==> src/rtl/rsi_ram.sv <==
// ----------------------------------------------------------------------------
// rsi_ram
// Generic single-write, single-read RAM with a registered read port.
// ----------------------------------------------------------------------------
`default_nettype none

module rsi_ram #(
    parameter int WIDTH = 8,
    parameter int DEPTH = 16
) (
    input  wire logic                     i_clk,
    input  wire logic                     i_we,
    input  wire logic [$clog2(DEPTH)-1:0] i_waddr,
    input  wire logic [WIDTH-1:0]         i_wdata,
    input  wire logic                     i_re,
    input  wire logic [$clog2(DEPTH)-1:0] i_raddr,
    output logic      [WIDTH-1:0]         o_rdata
);

    logic [WIDTH-1:0] r_mem [DEPTH];

    always_ff @(posedge i_clk) begin
        if (i_we) begin
            r_mem[i_waddr] <= i_wdata;
        end
        if (i_re) begin
            o_rdata <= r_mem[i_raddr];
        end
    end

endmodule

`default_nettype wire

==> config.mk <==
export PLATFORM = sky130hd
export DESIGN_NAME = rsi_ram
export DESIGN_NICKNAME = d
export VERILOG_FILES = /design/src/rtl/rsi_ram.sv
export SDC_FILE = /design/constraint.sdc
export NUM_CORES = 1
export LEC_CHECK = 0
export ABC_AREA = 1
export BUFFER_PORTS_ARGS = -buffer_cell sky130_fd_sc_hd__buf_2
export CAP_MARGIN = 20
export CELL_PAD_IN_SITES_DETAIL_PLACEMENT = 0
export CELL_PAD_IN_SITES_GLOBAL_PLACEMENT = 1
export CORE_MARGIN = 3
export CORE_UTILIZATION = 49
export DETAILED_ROUTE_END_ITERATION = 10
export GPL_ROUTABILITY_DRIVEN = 0
export PLACE_DENSITY = 0.88
export SLEW_MARGIN = 20
export SYNTH_ARGS = -nofsm -noshare
export SYNTH_HDL_FRONTEND = slang
export SYNTH_SLANG_ARGS = --single-unit
==> constraint.sdc <==
create_clock -name i_clk -period 1.6 [get_ports i_clk]
set_clock_uncertainty 0.05 [all_clocks]
set_input_delay 0.4 -clock i_clk [delete_from_list [all_inputs] [get_ports i_clk]]
set_output_delay 0.4 -clock i_clk [all_outputs]
set_load 0.1 [all_outputs]
* After elaboration in Yosys (flattened, before gate mapping)
Memory sizes are Yosys's and may differ from the RTL's. A register that Yosys moved wholly into a read port is not among the register bits.
Cells that the tools add are included.
** Storage, ports and cells
- Bits in latches :: 0
- Output and inout port bits :: 8
- Flip-flop bits (word level) :: 0
- Bits in writable memories :: 128
- Bits of input ports :: 19
- Word-level logic and storage cells :: 3
- ROM bits :: 0
- Memories :: 1
** Memory list
- r_mem :: depth 16, width 8, rd ports 1, clocked after memory_dff 1, wr ports 1, line 20 : logic [WIDTH-1:0] r_mem [DEPTH];
** Operators by class
- Shifts and indexed selects :: 0
- Eq/ne operators :: 0
- $mul :: 0
- Add/subtract/negate cells :: 0
- Magnitude comparators :: 0
- Multiplexer cells :: 2
- Divide/modulo/power cells :: 0
- Bitwise gates (word level) :: 0
- Reductions and logical operators :: 0
** Operators by type and width (number)
- 1-bit 2-to-1 mux :: 2

* Logic depth before layout (Yosys ltp)
Gate-level depths: netlist (run 1).
- Depth in word-level cells :: 2
- Gate-level depth with buffers :: 8
- Mapped depth without buffers :: 7

* Worst setup path before layout (run 1)
Ideal clock, no wire load.
- Path kind :: input to register
- Start :: input i_waddr[2]
- End :: memory r_mem[10][0], enable pin
- Cell stages on the path :: 2
- Data arrival time :: 0.981 ns
- Library setup time :: 0.370 ns
- Slack :: 0.199 ns
- Path buffers :: 0
- Data required time :: 1.180 ns
- Path through :: nand3b_1 -> nor2_1
** RTL lines
- start, declared :: line 13 : input wire logic [$clog2(DEPTH)-1:0] i_waddr,
- end, declared :: line 20
Straight into the memory's write port.

* Worst setup path after layout (run 1)
- Start :: register o_rdata[4], read port of r_mem
- End :: output o_rdata[4]
** RTL lines
- start, declared :: line 17 : output logic [WIDTH-1:0] o_rdata
No word-level cell between the ends.

==> results of run 1 <==
## per-stage QoR
| stage | total power (W) | std cells | setup WS (ps) | util [%] | hold WS, ps |
|---|---|---|---|---|---|
| after floorplan | 0.00451 | 551 | 199 | - | 449 |
| after global placement | 0.00472 | 720 | -45.9 | 54.1 | 671 |
| after detailed placement | 0.00473 | 720 | -50.7 | 54.1 | 700 |
| after CTS | 0.00868 | 752 | 38.9 | 59.6 | 307 |
| after global routing | 0.00893 | 752 | 21.0 | 59.6 | 308 |
| final | 0.00866 | 752 | 54.0 | 59.6 | 325 |
## layout make-up
type,instances,area [µm²]
Tap cell,143,179
Fill cell,923,4650
Inverter,102,383
Clock buffer,17,425
Multi-Input combinational cell,289,1210
Clock inverter,15,184
Timing Repair Buffer,50,393
Sequential cell,136,4080
## power groups by stage
stage                     registers (W)  logic (W)  clock network [W]
after global placement          0.00411   0.000607                  0
after detailed placement        0.00411   0.000620                  0
after global routing            0.00405   0.000689            0.00420
after floorplan                 0.00423   0.000281                  0
after CTS                       0.00404   0.000636            0.00401
final                           0.00404   0.000632            0.00398
## Yosys cell counts
library cell	instances
buf_4	4
edfxtp_1	136
nand2_1	173
inv_2	2
buf_1	1
nor2_1	17
nand3b_1	2
buf_2	13
nand3_1	97
inv_1	100
buf_6	6
## per-layer routing
metal  part of all wire, %  up-vias  track usage (%)  wire [µm]
li1                      -     1870                -          -
met2                    47      179             32.8       6250
met1                    42     1850             29.6       5590
met5                     0        -                0          0
met3                   7.8       27             6.21       1030
met4                   2.3        0             8.61        306
## how the worst max path moves through the flow
| stage | startpoint | endpoint |
|---|---|---|
| finish | o_rdata[4] | o_rdata[4] |
| global placement | i_raddr[1] | o_rdata[5] |
| detailed placement | i_raddr[1] | o_rdata[5] |
| floorplan | i_waddr[2] | r_mem[10][0] |
| CTS | o_rdata[4] | o_rdata[4] |
| global route | o_rdata[4] | o_rdata[4] |
## cells by family after synthesis
kind of cell  after synthesis  synth area share [%]
flops                     136                  69.8
buf+inv                   126                  9.39
simple gates              289                  20.8
## state kept, by name (all words and copies together) (netlist names)
name	flops
r_mem	128
o_rdata	8
## repair_timing
action / 4_1_cts / 5_1_grt
resized for setup: 7 / 0
hold buffers: 0 / 0
setup buffers: 0 / 0
endpoints found under the setup margin: 7 / 0
==> flow_metrics.tcl, run 1 <==
set metrics [dict create \
    status "complete, no violations" \
    power_switching_w 0.00189 \
    synth_fp_nets 570 \
    dpl.hpwl_mm 7.96 \
    cp_slowest_stage_delay_ps 380 \
    finalCriticalPeriod_ps 1550 \
    p_clk_share_pct 46.0 \
    clkSinkCount 136 \
    cap_violations 0 \
    clockRootBuffer "clkbuf_16" \
    endpoint_kind "output pin" \
    crit_arrival_ps 1100 \
    wire_per_inst_um 17.5 \
    power.density_mw_per_mm2 1260 \
    grt_setup_unrepaired "no" \
    holdPathEnd "o_rdata[1]" \
    power_leakage_nw 2.98 \
    crit_path_max_fanout 1 \
    power_frac_comb_pct 7.3 \
    avgSynthCellArea_um2 10.6 \
    reg2reg_depth 6 \
    portBuffers 26 \
    grt_pass1_wl_mm 21.0 \
    syn_inst 551 \
    die_w_um 115 \
    yosysWarnings 0 \
    core_area_mm2 0.0115 \
    fmax_ghz 0.647 \
    die_h_um 115 \
    synth_area_leaders "edfxtp_1 70%, nand2_1 11%, nand3_1 8.3%" \
    internal-power_w 0.00676 \
    cts_max_level 4 \
    num-nets-final 615 \
    syn-cell-area_mm2 0.00585 \
    critPathTopFamily "flip-flops" \
    r2r_end "o_rdata[5]" \
    finalHoldViolCount 0 \
    setup.worst_path.start_class "flop" \
    dieArea_mm2 0.0133 \
    crit_chain "buf_4" \
    start_util_pct 50.8 \
    finalSetupTns_ps 0 \
    slew_violations 0 \
    path_buf_inv 1 \
    cts_tree "done" \
    critical_path_depth 1 \
    cts-buffers-inserted 17 \
    placed_cell_area_mm2 0.00623 \
    areaGrowthSynthToFinish_pct 17.4 \
    drive_above_1_share_pct 13.5 \
    track_usage_pct 21.6 \
    timing.reg2reg.setup_slack_ps 410 \
    ir_drop_v 0.000802 \
    setup_violations 0 \
    n_antenna_cell 0 \
    ys_ff_latch 136 \
    first_iter_violations 407 \
    synth_top_cell_by_area "edfxtp_1" \
    final_antenna_net_count 0 \
    path_class "reg -> out" \
    first_global_vias 3869 \
    grt_max_degree 47 \
    final_cell_area_mm2 0.00686 \
    final_cell_mix "173 x nand2_1, 136 x edfxtp_1, 100 x inv_1, 97 x nand3_1, 27 x buf_4" \
    period_share_pct 96.6 \
    clkLatencyLatePin_ps 410 \
    final_common_cell "nand2_1" \
    vias 3926 \
    netlist.area_leader.share_pct 69.8 \
    num_io_pins 27 \
    hp-start "i_re" \
    path_clk_slew_ps 60 \
    wirelength_mm 13.2 \
    seq_power_share_pct 46.7 \
    min_path_type "in -> reg" \
    switching_share_pct 21.9 \
    worst_pin_slew_ps 593 \
    antenna_found_initial 0 \
    rows 39 \
    cp.required_ps 1150 \
    slew_headroom_pct 60.4 \
    slowest_stage "edfxtp_1" \
    drc 0 \
    worstHoldPathCells 1 \
    viasPerCell 5.22 \
    r2r-start "r_mem[11][5]" \
    firstDrtPassIters 5 \
    clk_path_buf_depth 2 \
    ys_seq_area_share_pct 69.8 \
    grt_overflow 0 \
    ys_types 11 \
]
(Power assumes the default switching activity.)
==> inputs of run 2 (changes only) <==
==> constraint.sdc (replaced) <==
create_clock -name i_clk -period 1.6 [get_ports i_clk]
set_clock_uncertainty 0.05 [all_clocks]
set_input_delay 0.4 -clock i_clk [delete_from_list [all_inputs] [get_ports i_clk]]
set_output_delay 0.4 -clock i_clk [all_outputs]
set_load 0.05 [all_outputs]
==> flow_metrics.tcl, run 2 (same netlist as run 1, synthesis figures left out) <==
set metrics [dict create \
    start_util_pct 50.8 \
    cts-buffers-inserted 17 \
    timing.reg2reg.setup_slack_ps 410 \
    areaGrowthSynthToFinish_pct 17.6 \
    antenna_found_initial 0 \
    period_share_pct 95.1 \
    slew_violations 0 \
    cts_max_level 4 \
    power_switching_w 0.00183 \
    worst_pin_slew_ps 617 \
    largest_reg_flops 128 \
    wire_per_inst_um 17.6 \
    crit_chain "buf_2" \
    rows 39 \
    seq_power_share_pct 45.3 \
    slew_headroom_pct 58.8 \
    setup.worst_path.start "o_rdata[3]" \
    finalHoldViolCount 0 \
    crit_path_max_fanout 1 \
    clkLatencyLatePin_ps 410 \
    viasPerCell 5.19 \
    grt_pass1_wl_mm 20.9 \
    min_path_type "in -> reg" \
    final_cell_mix "173 x nand2_1, 136 x edfxtp_1, 100 x inv_1, 97 x nand3_1, 26 x buf_2" \
    track_usage_pct 21.4 \
    dpl.cell_count 720 \
    ir_drop_v 0.000741 \
    clkSinkCount 136 \
    slowest_stage "edfxtp_1" \
    crit_arrival_ps 1070 \
    power.density_mw_per_mm2 1300 \
    vias 3901 \
    regMostFlops "r_mem" \
    firstDrtPassIters 5 \
    die_h_um 115 \
    cap_violations 0 \
    setup.worst_path.start_class "flop" \
    clk_path_buf_depth 2 \
    finalCriticalPeriod_ps 1520 \
    final_cell_count_no_fill 752 \
    path_class "reg -> out" \
    dpl.hpwl_mm 7.84 \
    setup_violations 0 \
    grt_overflow 0 \
    n_antenna_cell 0 \
    reg2reg_depth 6 \
    num-nets-final 615 \
    switching_share_pct 20.6 \
    portBuffers 26 \
    cts_tree "done" \
    largestRegisters "r_mem x128, o_rdata x8" \
    path_buf_inv 1 \
    fmax_ghz 0.657 \
    p_clk_share_pct 48.5 \
    power_frac_comb_pct 6.2 \
    grt_setup_unrepaired "no" \
    cp_slowest_stage_delay_ps 370 \
    critPathTopFamily "flip-flops" \
    status "complete, no violations" \
    whs_ps 323 \
    first_global_vias 3937 \
    drc 0 \
    internal-power_w 0.00708 \
    holdBufCountCts 0 \
    die_w_um 115 \
    path_clk_slew_ps 60 \
    dieArea_mm2 0.0133 \
    critical_path_depth 1 \
    num_io_pins 27 \
    grt_max_degree 47 \
    final_antenna_net_count 0 \
    final_common_cell "nand2_1" \
    r2r_end "o_rdata[5]" \
    cts_resized 0 \
    clockRootBuffer "clkbuf_16" \
    r2r-start "r_mem[11][5]" \
    endpoint_kind "output pin" \
    wirelength_mm 13.2 \
    cp.required_ps 1150 \
    drive_above_1_share_pct 13.6 \
    first_iter_violations 357 \
    core_area_mm2 0.0115 \
    power_leakage_nw 2.99 \
    critPathCapture "o_rdata[3]" \
    cts_post_setup_buffers_inserted 0 \
]
[run 2: final cells by class]
class / instances / area [µm²]
Inverter: 102 / 383
Sequential cell: 136 / 4080
Timing Repair Buffer: 50 / 360
Clock inverter: 14 / 229
Fill cell: 905 / 4640
Multi-Input combinational cell: 289 / 1210
Tap cell: 143 / 179
Clock buffer: 18 / 429
[run 2: per-layer routing]
metal / vias up / GRT usage (%) / wire length, µm
met5: - / 0 / 0
met1: 1845 / 28.5 / 5590
met3: 31 / 3.89 / 815
met2: 153 / 34.0 / 6370
li1: 1872 / - / -
met4: 0 / 10.7 / 426
[run 2: worst min-delay path by stage]
stage | from | end | slack (ps) | cells past startpoint
after detailed placement | r_mem[0][3] | o_rdata[3] | 700 | 6
final | i_re | o_rdata[7] | 320 | 1
after global placement | r_mem[2][1] | o_rdata[1] | 670 | 6
after global routing | i_re | o_rdata[7] | 310 | 1
after CTS | i_re | o_rdata[7] | 310 | 1
after floorplan | i_wdata[0] | r_mem[0][0] | 450 | 0
[run 2: power groups by stage]
stage | Clock (W) | Sequential, W | Combinational (W)
floorplan | 0 | 0.00417 | 0.000281
global placement | 0 | 0.00411 | 0.000537
detailed placement | 0 | 0.00411 | 0.000548
CTS | 0.00435 | 0.00404 | 0.000555
global route | 0.00452 | 0.00404 | 0.000605
finish | 0.00432 | 0.00404 | 0.000552
[run 2: metrics by stage]
step                      util [%]  cell area, µm²  TNS [ps]  total power [W]  setup slack [ps]
after floorplan                  -            5850         0          0.00445               199
after global placement        54.0            6220      -112          0.00465             -43.8
after detailed placement      54.0            6220      -344          0.00466             -69.8
after CTS                     59.7            6880         0          0.00894              51.6
after global routing          59.7            6880         0          0.00917              33.5
final                         59.7            6880         0          0.00891              78.1
==> inputs of run 3 (changes only) <==
--- a/config.mk
+++ b/config.mk
@@ -5,16 +5,15 @@
 export SDC_FILE = /design/constraint.sdc
 export NUM_CORES = 1
 export LEC_CHECK = 0
-export ABC_AREA = 1
 export BUFFER_PORTS_ARGS = -buffer_cell sky130_fd_sc_hd__buf_2
 export CAP_MARGIN = 20
 export CELL_PAD_IN_SITES_DETAIL_PLACEMENT = 0
 export CELL_PAD_IN_SITES_GLOBAL_PLACEMENT = 1
 export CORE_MARGIN = 3
-export CORE_UTILIZATION = 49
+export CORE_UTILIZATION = 53
 export DETAILED_ROUTE_END_ITERATION = 10
 export GPL_ROUTABILITY_DRIVEN = 0
-export PLACE_DENSITY = 0.88
+export PLACE_DENSITY = 0.87
 export SLEW_MARGIN = 20
 export SYNTH_ARGS = -nofsm -noshare
 export SYNTH_HDL_FRONTEND = slang
==> flow_metrics.tcl, run 3 <==
set metrics [dict create \
    status "complete, no violations" \
    finalSetupTns_ps 0 \
    viasPerCell 5.87 \
    grt_overflow 0 \
    syn_inst 229 \
    timing.reg2reg.setup_slack_ps 30 \
    core_area_mm2 0.00942 \
    multi_input_area_mm2 0.00103 \
    path_class "reg -> reg" \
    wire_per_inst_um 23.4 \
    first_global_vias 2703 \
    avgSynthCellArea_um2 22.8 \
    clk_path_buf_depth 2 \
    clkLatencyLatePin_ps 500 \
    drive_above_1_share_pct 40.6 \
    power_w 0.00837 \
    endpoint_kind "flop" \
    cp_slowest_stage_delay_ps 480 \
    vias 2566 \
    track_usage_pct 20.2 \
    setup_violations 0 \
    wirelength_mm 10.2 \
    largestRegisters "r_mem x128, o_rdata x8" \
    synth-edff-count 136 \
    num-nets-final 314 \
    synth_ff_type "edfxtp_1" \
    cts_max_level 4 \
    grt_setup_unrepaired "no" \
    period_share_pct 98.3 \
    final_antenna_net_count 0 \
    final_common_cell "edfxtp_1" \
    finalCriticalPeriod_ps 1570 \
    seqCellArea_mm2 0.00408 \
    firstDrtPassIters 4 \
    die_h_um 105 \
    synth_fp_nets 248 \
    rows 35 \
    min_path_type "in -> reg" \
    final_cell_mix "136 x edfxtp_1, 31 x mux4_2, 24 x buf_4, 23 x buf_2, 16 x clkbuf_16" \
    n_antenna_cell 0 \
    path_buf_inv 0 \
    drc 0 \
    setup.worst_path.start_class "flop" \
    place_ws_ps -494 \
    fill_cells 577 \
    grt_max_degree 17 \
    finalHoldViolCount 0 \
    clkSinkCount 136 \
    start_util_pct 55.5 \
    ys_seq_area_share_pct 78.1 \
    slowest_stage "mux4_2" \
    worst_pin_slew_ps 678 \
    slew_violations 0 \
    fmax_ghz 0.636 \
    ys_types 18 \
    cts_post_setup_buffers_inserted 0 \
    yosys-top-cells-count "136 x edfxtp_1, 18 x mux4_2, 16 x a22oi_1, 14 x mux4_1, 13 x nor2_1" \
    cap_violations 0 \
    dpl.hpwl_mm 6.51 \
    power_leakage_nw 2.15 \
    crit_chain "mux4_2, a22oi_1, nand2_1" \
    final_cell_count_no_fill 437 \
    cts_tree "done" \
    antenna_found_initial 0 \
    yosysMostFrequentCell "edfxtp_1" \
    netlist.area_leader.share_pct 78.1 \
    slew_headroom_pct 54.7 \
    async_flop_share_pct 0 \
    path_clk_slew_ps 60 \
    areaGrowthSynthToFinish_pct 21.5 \
    first_iter_violations 180 \
    regMostFlops "r_mem" \
    dieArea_mm2 0.0111 \
    crit_path_max_fanout 1 \
    critPathTopFamily "multiplexers" \
    power.density_mw_per_mm2 1320 \
    ir_drop_v 0.000748 \
    yosysWarnings 0 \
    largest_reg_flops 128 \
    cp.required_ps 1790 \
    grt_pass1_wl_mm 16.0 \
    portBuffers 26 \
    holdBufCountCts 0 \
    clockRootBuffer "clkbuf_8" \
    dpl.cell_count 405 \
    ys_ff_latch 136 \
    synth_top_cell_by_area "edfxtp_1" \
    num_io_pins 27 \
    syn-cell-area_mm2 0.00523 \
    crit_arrival_ps 1760 \
    synth_area_leaders "edfxtp_1 78%, mux4_2 7.8%, mux4_1 7.0%" \
    cts-buffers-inserted 17 \
    die_w_um 105 \
    setup_ws_ps 26.5 \
]
==> run 3: changes by cell type after synthesis, sizes merged, moves of 2 or more <==
cell           previous run  this run
nand2b                    0         2
a22oi                     0        16
nand2                   173         9
mux4                      0        32
clkdlybuf4s25             0         3
buf                      24         7
nor3                      0         4
nor2                     17        13
nand3                    97         1
inv                     102         0
==> run 3: worst paths after layout <==
path | start | depth (start not counted) | to
max | r_mem[11][2] | 3 | o_rdata[2]
min | i_re | 1 | o_rdata[1]
max reg2reg | r_mem[11][2] | 3 | o_rdata[2]
min reg2reg | r_mem[6][3] | 3 | o_rdata[3]
==> run 3: kinds of logic after synthesis <==
group	after synthesis	synth area share (%)
AND/OR/NAND/NOR	35	3.14
buffers and inverters	10	1.65
multiplexers	32	14.8
flip-flops	136	78.1
AO/OA/AOI/OAI	16	2.30
==> run 3: per-stage QoR <==
stage          hold slack (ps)  utilization (%)  area (µm²)
6_report                   206             67.5        6350
5_1_grt                    193             67.5        6350
4_1_cts                    182             67.3        6340
3_5_place_dp               694             60.9        5730
3_3_place_gp               693             60.9        5730
2_1_floorplan              449                -        5230
==> run 3: power by group <==
group	leakage, nW	switching (W)	total, W	internal, W
Sequential	1.24	0.0000235	0.00404	0.00401
Clock	0.285	0.00145	0.00384	0.00239
Combinational	0.624	0.000285	0.000492	0.000207
Total	2.15	0.00176	0.00837	0.00661
==> run 3: timing repair <==
action	CTS	global route
cloned	0	0
gates resized for setup	5	2
setup endpoints to repair	3	2
pin swaps	0	0
hold endpoints to repair	0	0
==> run 3: routing by layer <==
layer / vias up / track usage, % / wire, µm
li1: 1097 / - / -
met3: 8 / 5.27 / 656
met2: 116 / 31.0 / 5100
met1: 1345 / 27.6 / 4280
met4: 0 / 8.90 / 182
met5: - / 0 / 0
==> run 3: final cells by class <==
class / count / area share [%]
Clock buffer: 18 / 6.58
Clock inverter: 14 / 2.78
Multi-Input combinational cell: 83 / 16.3
Sequential cell: 136 / 64.3
Tap cell: 129 / 2.54
Timing Repair Buffer: 57 / 7.53
